File: src/rtl/tsc_pkg.sv
// shared types and constants of the triggered sample capture block
package tsc_pkg;

    // request codes carried by req_type
    localparam logic [1:0] REQ_SAMPLE = 2'd0;
    localparam logic [1:0] REQ_ARM    = 2'd1;
    localparam logic [1:0] REQ_CLEAR  = 2'd2;

    // register map, decoded on the word index bit of paddr
    localparam logic       REG_HIST_SIZE = 1'b0;
    localparam logic [5:0] HIST_SIZE_RST = 6'd32;

    // sequencer states
    typedef enum logic {
        ST_RUN,
        ST_DUMP
    } t_state;

    // configuration write toward the controller
    typedef struct packed {
        logic       wr;
        logic [5:0] size;
    } t_cfg;

endpackage

File: src/rtl/tsc_hist_mem.sv
// history sample memory, one write port and one registered read port
module tsc_hist_mem #(
    parameter int DEPTH = 32,
    parameter int WIDTH = 16
) (
    input  logic                     i_clk,
    input  logic                     i_we,
    input  logic [$clog2(DEPTH)-1:0] i_waddr,
    input  logic [WIDTH-1:0]         i_wdata,
    input  logic                     i_re,
    input  logic [$clog2(DEPTH)-1:0] i_raddr,
    output logic [WIDTH-1:0]         o_rdata
);

    logic [WIDTH-1:0] r_mem [DEPTH];
    logic [WIDTH-1:0] r_rdata;

    // write port
    always_ff @(posedge i_clk) begin
        if (i_we) begin
            r_mem[i_waddr] <= i_wdata;
        end
    end

    // read port, data held until the next read
    always_ff @(posedge i_clk) begin
        if (i_re) begin
            r_rdata <= r_mem[i_raddr];
        end
    end

    assign o_rdata = r_rdata;

endmodule

File: src/rtl/tsc_ctrl.sv
// trigger counters, history pointers, dump sequencer and result register
module tsc_ctrl #(
    parameter int HISTORY_DEPTH = 32,
    parameter int SAMPLE_BITS   = 16
) (
    input  logic                             i_clk,
    input  logic                             i_rst_n,
    input  tsc_pkg::t_cfg                    i_cfg,
    // request channel
    input  logic                             i_in_valid,
    output logic                             o_in_stall,
    input  logic [1:0]                       i_req_type,
    input  logic signed [SAMPLE_BITS-1:0]    i_sample_value,
    input  logic [15:0]                      i_trig_length,
    input  logic signed [15:0]               i_trig_offset,
    // result channel
    output logic                             o_out_valid,
    input  logic                             i_out_stall,
    output logic                             o_has_value,
    output logic signed [SAMPLE_BITS-1:0]    o_value,
    output logic                             o_active,
    output logic                             o_last,
    output logic                             o_dumping,
    // history memory
    output logic                             o_mem_we,
    output logic [$clog2(HISTORY_DEPTH)-1:0] o_mem_waddr,
    output logic [SAMPLE_BITS-1:0]           o_mem_wdata,
    output logic                             o_mem_re,
    output logic [$clog2(HISTORY_DEPTH)-1:0] o_mem_raddr,
    input  logic [SAMPLE_BITS-1:0]           i_mem_rdata
);

    localparam int PW = $clog2(HISTORY_DEPTH);
    localparam int CW = $clog2(HISTORY_DEPTH + 1);
    localparam logic [6:0]    DEPTH7    = 7'(HISTORY_DEPTH);
    localparam logic [PW-1:0] PTR_LAST  = PW'(HISTORY_DEPTH - 1);
    localparam logic [PW:0]   DEPTH_X   = (PW + 1)'(HISTORY_DEPTH);
    localparam logic [PW:0]   DEPTH_M1X = (PW + 1)'(HISTORY_DEPTH - 1);

    tsc_pkg::t_state r_state, n_state;
    logic [PW-1:0]   r_wptr, n_wptr;
    logic [CW-1:0]   r_fill, n_fill;
    logic [15:0]     r_remain, n_remain;
    logic [14:0]     r_delay, n_delay;
    logic [PW-1:0]   r_rptr, n_rptr;
    logic [PW-1:0]   r_left, n_left;
    logic [5:0]      r_size;

    logic                          r_out_valid, n_out_valid;
    logic                          r_has, n_has;
    logic signed [SAMPLE_BITS-1:0] r_value, n_value;
    logic                          r_active, n_active;
    logic                          r_last, n_last;

    logic          can_load;
    logic          in_acc;
    logic [6:0]    lim7;
    logic [CW-1:0] lim;
    logic [6:0]    new_lim7;
    logic [CW-1:0] new_lim;
    logic          busy;
    logic [16:0]   back;
    logic [16:0]   fill_m1;
    logic [PW-1:0] k_first;
    logic [PW:0]   addr_sum;
    logic [PW-1:0] addr_first;
    logic [PW-1:0] rptr_next;

    // keep limit from the live size and from a size being written
    assign lim7     = ({1'b0, r_size} > DEPTH7) ? DEPTH7 : {1'b0, r_size};
    assign lim      = CW'(lim7);
    assign new_lim7 = ({1'b0, i_cfg.size} > DEPTH7) ? DEPTH7 : {1'b0, i_cfg.size};
    assign new_lim  = CW'(new_lim7);

    assign busy = (r_remain != '0) || (r_delay != '0);

    // look-back depth, clipped to the oldest stored sample
    assign back     = {1'b0, ~i_trig_offset} + 17'd1;
    assign fill_m1  = 17'(r_fill) - 17'd1;
    assign k_first  = (back < fill_m1) ? PW'(back) : PW'(fill_m1);
    assign addr_sum = {1'b0, r_wptr} + DEPTH_M1X - {1'b0, k_first};
    assign addr_first = (addr_sum >= DEPTH_X) ? PW'(addr_sum - DEPTH_X) : PW'(addr_sum);
    assign rptr_next  = (r_rptr == PTR_LAST) ? '0 : r_rptr + 1'b1;

    // handshake
    assign can_load   = !r_out_valid || !i_out_stall;
    assign in_acc     = (r_state == tsc_pkg::ST_RUN) && i_in_valid && can_load;
    assign o_in_stall = !((r_state == tsc_pkg::ST_RUN) && can_load);

    // next state, counters, memory access and result
    always_comb begin
        n_state     = r_state;
        n_wptr      = r_wptr;
        n_fill      = r_fill;
        n_remain    = r_remain;
        n_delay     = r_delay;
        n_rptr      = r_rptr;
        n_left      = r_left;
        n_out_valid = r_out_valid && i_out_stall;
        n_has       = r_has;
        n_value     = r_value;
        n_active    = r_active;
        n_last      = r_last;
        o_mem_we    = 1'b0;
        o_mem_waddr = r_wptr;
        o_mem_wdata = i_sample_value;
        o_mem_re    = 1'b0;
        o_mem_raddr = addr_first;

        case (r_state)
            tsc_pkg::ST_RUN: begin
                if (in_acc) begin
                    n_out_valid = 1'b1;
                    n_has       = 1'b0;
                    n_value     = '0;
                    n_last      = 1'b1;
                    case (i_req_type)
                        tsc_pkg::REQ_SAMPLE: begin
                            if (lim != '0) begin
                                o_mem_we = 1'b1;
                                n_wptr   = (r_wptr == PTR_LAST) ? '0 : r_wptr + 1'b1;
                                if (r_fill < lim) begin
                                    n_fill = r_fill + 1'b1;
                                end
                            end
                            if (r_delay != '0) begin
                                n_delay = r_delay - 1'b1;
                            end else if (r_remain != '0) begin
                                n_remain = r_remain - 1'b1;
                                n_has    = 1'b1;
                                n_value  = i_sample_value;
                            end
                        end
                        tsc_pkg::REQ_ARM: begin
                            if (!busy) begin
                                n_remain = i_trig_length;
                                if (!i_trig_offset[15]) begin
                                    n_delay = i_trig_offset[14:0];
                                end else begin
                                    n_delay = '0;
                                    if (r_fill != '0) begin
                                        // replay starts next cycle from the read port
                                        n_out_valid = r_out_valid && i_out_stall;
                                        n_has       = r_has;
                                        n_value     = r_value;
                                        n_last      = r_last;
                                        o_mem_re    = 1'b1;
                                        n_rptr      = addr_first;
                                        n_left      = k_first;
                                        n_state     = tsc_pkg::ST_DUMP;
                                    end
                                end
                            end
                        end
                        tsc_pkg::REQ_CLEAR: begin
                            n_remain = '0;
                            n_delay  = '0;
                        end
                        default: begin
                        end
                    endcase
                    n_active = (n_remain != '0) || (n_delay != '0);
                end
            end
            tsc_pkg::ST_DUMP: begin
                if (can_load) begin
                    n_out_valid = 1'b1;
                    n_has       = 1'b1;
                    n_value     = i_mem_rdata;
                    n_active    = busy;
                    n_last      = (r_left == '0);
                    if (r_left == '0) begin
                        n_state = tsc_pkg::ST_RUN;
                    end else begin
                        n_left      = r_left - 1'b1;
                        n_rptr      = rptr_next;
                        o_mem_re    = 1'b1;
                        o_mem_raddr = rptr_next;
                    end
                end
            end
            default: begin
                n_state = tsc_pkg::ST_RUN;
            end
        endcase

        // shrinking the history drops the oldest samples
        if (i_cfg.wr && (n_fill > new_lim)) begin
            n_fill = new_lim;
        end
    end

    // control registers
    always_ff @(posedge i_clk) begin
        if (!i_rst_n) begin
            r_state     <= tsc_pkg::ST_RUN;
            r_wptr      <= '0;
            r_fill      <= '0;
            r_remain    <= '0;
            r_delay     <= '0;
            r_out_valid <= 1'b0;
            r_size      <= tsc_pkg::HIST_SIZE_RST;
        end else begin
            r_state     <= n_state;
            r_wptr      <= n_wptr;
            r_fill      <= n_fill;
            r_remain    <= n_remain;
            r_delay     <= n_delay;
            r_out_valid <= n_out_valid;
            if (i_cfg.wr) begin
                r_size <= i_cfg.size;
            end
        end
    end

    // dump pointers and result payload
    always_ff @(posedge i_clk) begin
        r_rptr   <= n_rptr;
        r_left   <= n_left;
        r_has    <= n_has;
        r_value  <= n_value;
        r_active <= n_active;
        r_last   <= n_last;
    end

    assign o_out_valid = r_out_valid;
    assign o_has_value = r_has;
    assign o_value     = r_value;
    assign o_active    = r_active;
    assign o_last      = r_last;
    assign o_dumping   = (r_state == tsc_pkg::ST_DUMP);

endmodule

File: src/rtl/triggered_sample_capture.sv
// Triggered capture with pre-trigger history: one result per request, but an arm request that
// starts a replay of m samples gives m results and none of its own. A result is registered at
// the edge that accepts its request beat; the first sample of a history replay is registered
// from the history read port once the result register can take it. One request per cycle
// while the result is not stalled; after the arm beat of a replay o_in_stall stays high until
// its last sample is loaded. Reset clears the write pointer, fill, count, delay and result
// valid, and sets hist_size to 32; history is not cleared and is only read inside the fill.
module triggered_sample_capture #(
    parameter int HISTORY_DEPTH = 32,
    parameter int SAMPLE_BITS   = 16
) (
    input  logic                          i_clk,
    input  logic                          i_rst_n,
    // configuration port
    input  logic                          psel,
    input  logic                          penable,
    input  logic                          pwrite,
    input  logic [2:0]                    paddr,
    input  logic [31:0]                   pwdata,
    output logic [31:0]                   prdata,
    output logic                          pready,
    // request channel
    input  logic                          i_in_valid,
    output logic                          o_in_stall,
    input  logic [1:0]                    i_req_type,
    input  logic signed [SAMPLE_BITS-1:0] i_sample_value,
    input  logic [15:0]                   i_trig_length,
    input  logic signed [15:0]            i_trig_offset,
    // result channel
    output logic                          o_out_valid,
    input  logic                          i_out_stall,
    output logic                          o_has_value,
    output logic signed [SAMPLE_BITS-1:0] o_value,
    output logic                          o_active,
    output logic                          o_last
);

    localparam int PW = $clog2(HISTORY_DEPTH);

    logic [5:0]              r_hist_size;
    tsc_pkg::t_cfg           cfg;
    logic                    dumping;
    logic                    mem_we;
    logic [PW-1:0]           mem_waddr;
    logic [SAMPLE_BITS-1:0]  mem_wdata;
    logic                    mem_re;
    logic [PW-1:0]           mem_raddr;
    logic [SAMPLE_BITS-1:0]  mem_rdata;

    // register write decode
    assign pready   = 1'b1;
    assign cfg.wr   = psel && penable && pwrite && pready
                      && (paddr[2] == tsc_pkg::REG_HIST_SIZE);
    assign cfg.size = pwdata[5:0];

    always_ff @(posedge i_clk) begin
        if (!i_rst_n) begin
            r_hist_size <= tsc_pkg::HIST_SIZE_RST;
        end else if (cfg.wr) begin
            r_hist_size <= cfg.size;
        end
    end

    // register read
    assign prdata = (paddr[2] == tsc_pkg::REG_HIST_SIZE) ? {26'd0, r_hist_size} : 32'd0;

    tsc_ctrl #(
        .HISTORY_DEPTH (HISTORY_DEPTH),
        .SAMPLE_BITS   (SAMPLE_BITS)
    ) u_ctrl (
        .i_clk          (i_clk),
        .i_rst_n        (i_rst_n),
        .i_cfg          (cfg),
        .i_in_valid     (i_in_valid),
        .o_in_stall     (o_in_stall),
        .i_req_type     (i_req_type),
        .i_sample_value (i_sample_value),
        .i_trig_length  (i_trig_length),
        .i_trig_offset  (i_trig_offset),
        .o_out_valid    (o_out_valid),
        .i_out_stall    (i_out_stall),
        .o_has_value    (o_has_value),
        .o_value        (o_value),
        .o_active       (o_active),
        .o_last         (o_last),
        .o_dumping      (dumping),
        .o_mem_we       (mem_we),
        .o_mem_waddr    (mem_waddr),
        .o_mem_wdata    (mem_wdata),
        .o_mem_re       (mem_re),
        .o_mem_raddr    (mem_raddr),
        .i_mem_rdata    (mem_rdata)
    );

    tsc_hist_mem #(
        .DEPTH (HISTORY_DEPTH),
        .WIDTH (SAMPLE_BITS)
    ) u_hist_mem (
        .i_clk   (i_clk),
        .i_we    (mem_we),
        .i_waddr (mem_waddr),
        .i_wdata (mem_wdata),
        .i_re    (mem_re),
        .i_raddr (mem_raddr),
        .o_rdata (mem_rdata)
    );

    // replay holds off new requests
    a_dump_stalls: assert property (@(posedge i_clk) disable iff (!i_rst_n)
        dumping |-> o_in_stall)
        else $error("request accepted during history replay");

    // only replayed samples come as non-final beats
    a_nonlast_has_value: assert property (@(posedge i_clk) disable iff (!i_rst_n)
        (o_out_valid && !o_last) |-> o_has_value)
        else $error("non-final beat without a sample");

    // an empty beat carries zero
    a_empty_is_zero: assert property (@(posedge i_clk) disable iff (!i_rst_n)
        (o_out_valid && !o_has_value) |-> (o_value == '0))
        else $error("empty beat with nonzero value");

    // history is written only between replays
    a_no_write_in_dump: assert property (@(posedge i_clk) disable iff (!i_rst_n)
        dumping |-> !mem_we)
        else $error("history written during replay");

endmodule
File: config.mk
export PLATFORM = sky130hd
export DESIGN_NAME = triggered_sample_capture
export DESIGN_NICKNAME = d
export VERILOG_FILES = /design/src/rtl/tsc_pkg.sv /design/src/rtl/tsc_hist_mem.sv /design/src/rtl/tsc_ctrl.sv /design/src/rtl/triggered_sample_capture.sv
export SDC_FILE = /design/constraint.sdc
export NUM_CORES = 1
export LEC_CHECK = 0
export ABC_AREA = 1
export BUFFER_PORTS_ARGS = -buffer_cell sky130_fd_sc_hd__buf_4
export CORE_MARGIN = 2
export CORE_UTILIZATION = 24
export DETAILED_ROUTE_END_ITERATION = 16
export MAX_ROUTING_LAYER = met4
export PLACE_DENSITY = 0.36
export SLEW_MARGIN = 5
export SYNTH_ARGS = -nofsm -noshare
export SYNTH_HDL_FRONTEND = slang
export SYNTH_SLANG_ARGS = --single-unit
File: constraint.sdc
create_clock -name i_clk -period 6.1 [get_ports i_clk]
set_input_delay 0.305 -clock i_clk [delete_from_list [all_inputs] [get_ports i_clk]]
set_output_delay 0.305 -clock i_clk [all_outputs]
set_load 0.01 [all_outputs]
==> reports/metrics.yaml <==
run_status:
  status: "completed"
yosys:
  synthDominantCellAreaShare_pct: 60.04
  synth_area_per_cell_um2: 10.53
  syn_area_mm2: 0.02786
  ys_async_sr_fraction_pct: 0
  yosys_warnings: 0
  yosysSeqAreaShare_pct: 63.63
  synth_area_leaders: "edfxtp_1, o21ai_0, nor2_1, nand2_1, dfxtp_1"
  syn_inst: 2645
  ys_ff_latch: 607
  synth_largest_area_cell: "edfxtp_1"
  yosysUniqueCellTypes: 49
  ys.flop_type: "edfxtp_1"
  synth_edf_count: 557
pwr:
  ir_worst_vdd_v: 0.0001921
  p_switching_mw: 3.058
  intPower_mw: 7.632
  finalPower_mw: 10.69
  netSwitchingFraction_pct: 28.60
  clkPwrFrac_pct: 40.1
  power_frac_comb_pct: 16.7
  p_leak_nw: 11.80
  cellPowerDensity_mw_per_mm2: 323.0
  seqPwrFrac_pct: 43.2
sta:
  max_slew_margin_pct: 15.55
  setup_viol: 0
  post-route-period-util_pct: 87.63
  skew_ps: 26.62
  worstMarginPinSlew_ps: 1265
  fin_crit_ps: 5345
  rsz0062_at_grt: "no"
  hold_violations: 0
  fin_hold_ws_ps: 56.35
  worst_slack_ps: 754.7
  max_freq_ghz: 0.1871
  finalSetupTns_ps: 0
  timing.final.max_slew_violations: 0
finish:
  syn2layout_area_growth_pct: 18.79
  regArea_mm2: 0.01773
  fin_util_pct: 28.82
  nNetsFinal: 2880
  drive_gt1_share_pct: 11.66
  fillers: 11978
  multi_input_area_mm2: 0.008640
floorplanning:
  placementRows: 124
  dieArea_mm2: 0.1188
  die_y_um: 344.7
  initial_core_util_pct: 24.27
  coreArea_mm2: 0.1148
  pin_count: 146
  die_w_um: 344.7
hold_path:
  hold_path_class: "in -> reg"
grt:
  gr-total-overflow: 0
  met1_usage_pct: 19.25
  grt_pass1_vias: 19786
  grt_first_pass_wirelength_mm: 131.0
  gr-usage-met3_pct: 2.562
  grt_max_degree: 73
  grt-busiest-layer: "met2"
  grt_usage_pct: 15.31
  use_met2_pct: 25.13
  antenna_found_initial: 4
routing:
  wl_per_cell_um: 20.65
  drt_iter0_markers: 1196
  num_vias: 20039
  totalWireLength_mm: 89.27
  first_pass_iters: 5
  antenna_left: 0
  viasPerCell: 4.637
  post-route-drc-count: 0
clocking:
  clk_pin_slew_worst_paths_ps: 60
  clockBufferDepth: 3
  h-tree-depth: 3
  post-cts-setup-buffers: 0
  clock-sinks: 607
  cts-root-buf: "clkbuf_16"
  cts_tree: "yes"
  clock_latency_ps: 640
  numCtsBuffers: 75
critical_path:
  crit_path_start_kind: "register"
  critPathBufInv: 6
  cpPeakStageDelay_ps: 490
  cp_top_family: "simple AND/OR/NAND/NOR gates"
  critical_path.max_fanout: 31
  crit_type: "reg -> reg"
  cp_slowest_cell: "fa_1"
  cp_data_arrival_time_ps: 5860
  crit_top_cell: "nand2_1"
  cp.required_ps: 6620
  endpoint_kind: "register"
flow_run:
  maxCapViolations: 0
place:
  detailed_place_hpwl_mm: 55.63
  gp_congestion: 0.8372
  io_buffers: 90
  post-place-ws_ps: 149.5
## sequential cells by signal (all words and copies together), names as in the netlist
register / cells
u_ctrl.r_size: 6
u_ctrl.r_left: 5
u_hist_mem.r_mem: 512
u_ctrl.o_dumping: 1
u_ctrl.r_fill: 6
u_ctrl.o_active: 1
u_ctrl.r_remain: 16
u_ctrl.r_rptr: 5
u_ctrl.r_delay: 15
u_ctrl.o_mem_waddr: 5
u_ctrl.o_out_valid: 1
u_ctrl.o_last: 1
u_ctrl.o_value: 16
u_ctrl.o_has_value: 1
u_hist_mem.o_rdata: 16
## what timing repair did
item | in CTS | in global routing
gates resized for setup | 0 | 0
hold buffers | 7 | 0
endpoints found under the hold margin | 8 | 0
## area by class of cell
| class | count | area share (%) |
|---|---|---|
| well taps | 1512 | 5.717 |
| flip-flops and latches | 607 | 53.57 |
| clock inverters | 44 | 1.161 |
| multi-input cells | 1650 | 26.11 |
| clock buffers | 92 | 5.928 |
| repair buffers | 172 | 4.749 |
| diodes | 5 | 0.03781 |
| inverters | 240 | 2.734 |
## worst reg2reg max path, stage by stage, from the launching register on
cell and delay (ps):
dfxtp_1 390, inv_1 160, ha_1 200, nor3b_2 310
nand2_1 270, ha_1 380, a21o_1 170, nand4_1 80
nand2_1 90, a21oi_2 270, nand2_4 130, o21ai_0 300
ha_1 230, inv_1 50, fa_1 490, inv_1 50
nand2_1 100, o21ai_4 110, inv_4 160, buf_12 240
buf_12 250, o21ai_0 130, o221ai_1 270, nand3_1 130
nand2_1 150, nand2_1 70, nand2_1 60
## synth_stat cells (all sizes together) (2+ instances only)
master  count
edfxtp    557
o21ai     425
nor2      360
nand2     325
inv       236
nand3     110
a21oi      96
clkbuf     94
o211ai     83
buf        79
o221ai     64
dfxtp      50
ha         41
xor2       32
nand4      20
o22ai      17
nor3       16
a211oi      5
a31oi       4
clkinv      4
xnor2       4
nand3b      3
nor4        3
a21o        2
conb        2
nor3b       2
o21bai      2
or2         2
## final timing paths
check | from | to | depth (start not counted) | slack, ps
max | u_ctrl.r_fill[0] | u_hist_mem.o_rdata[10] | 26 | 750
min | i_rst_n | u_ctrl.o_out_valid | 3 | 60
min reg2reg | u_ctrl.r_size[3] | u_ctrl.r_size[3] | 2 | 500
max reg2reg | u_ctrl.r_fill[0] | u_hist_mem.o_rdata[10] | 26 | 750
## cell families (layout without fill, tap and decap cells)
family          count (synthesis)  count (layout)  synth area share (%)
simple gates                  842             842                 12.59
compound gates                702             702                 14.46
flops                         607             607                 63.63
buf+inv                       413             548                 6.216
fa+ha+maj                      42              42                 1.913
xor+xnor                       36              36                 1.132
other cells                     2              32               0.02696
mux                             1               1               0.03593
## power by group through the flow
stage | clock, mW | sequential, mW | combinational [mW]
4_1_cts | 4.43 | 4.62 | 1.83
3_5_place_dp | 0 | 4.71 | 1.82
2_1_floorplan | 0 | 4.70 | 1.05
5_1_grt | 4.58 | 4.62 | 1.99
6_report | 4.29 | 4.62 | 1.78
3_3_place_gp | 0 | 4.71 | 1.81
## layout by cell type (no fill, tap or decap), types with 16 or more instances in the layout
| master | instances |
|---|---|
| buf_12 | 21 |
| nand4_1 | 20 |
| o221ai_1 | 64 |
| inv_1 | 229 |
| xor2_1 | 32 |
| o21ai_0 | 409 |
| nand2_1 | 316 |
| o211ai_1 | 83 |
| clkbuf_1 | 16 |
| dfxtp_1 | 50 |
| nor2_2 | 23 |
| clkinv_1 | 24 |
| nor2_1 | 332 |
| buf_4 | 144 |
| clkbuf_16 | 76 |
| nand3_1 | 104 |
| ha_1 | 41 |
| conb_1 | 27 |
| a21oi_1 | 95 |
| o22ai_1 | 17 |
| edfxtp_1 | 557 |
## stage by stage
| step | instance area [µm²] | cells |
|---|---|---|
| after detailed placement | 30660 | 4174 |
| after CTS | 33080 | 4317 |
| after global routing | 33090 | 4320 |
| after floorplan | 27950 | 2670 |
| after global placement | 30660 | 4174 |
| final | 33090 | 4322 |
## routing by layer
layer / wire length, µm / share of wire (%)
met1: 40520 / 45
met2: 42540 / 48
met3: 3730 / 4.2
met4: 2479 / 2.8
met5: 0 / 0
(Power assumes the default switching activity.)
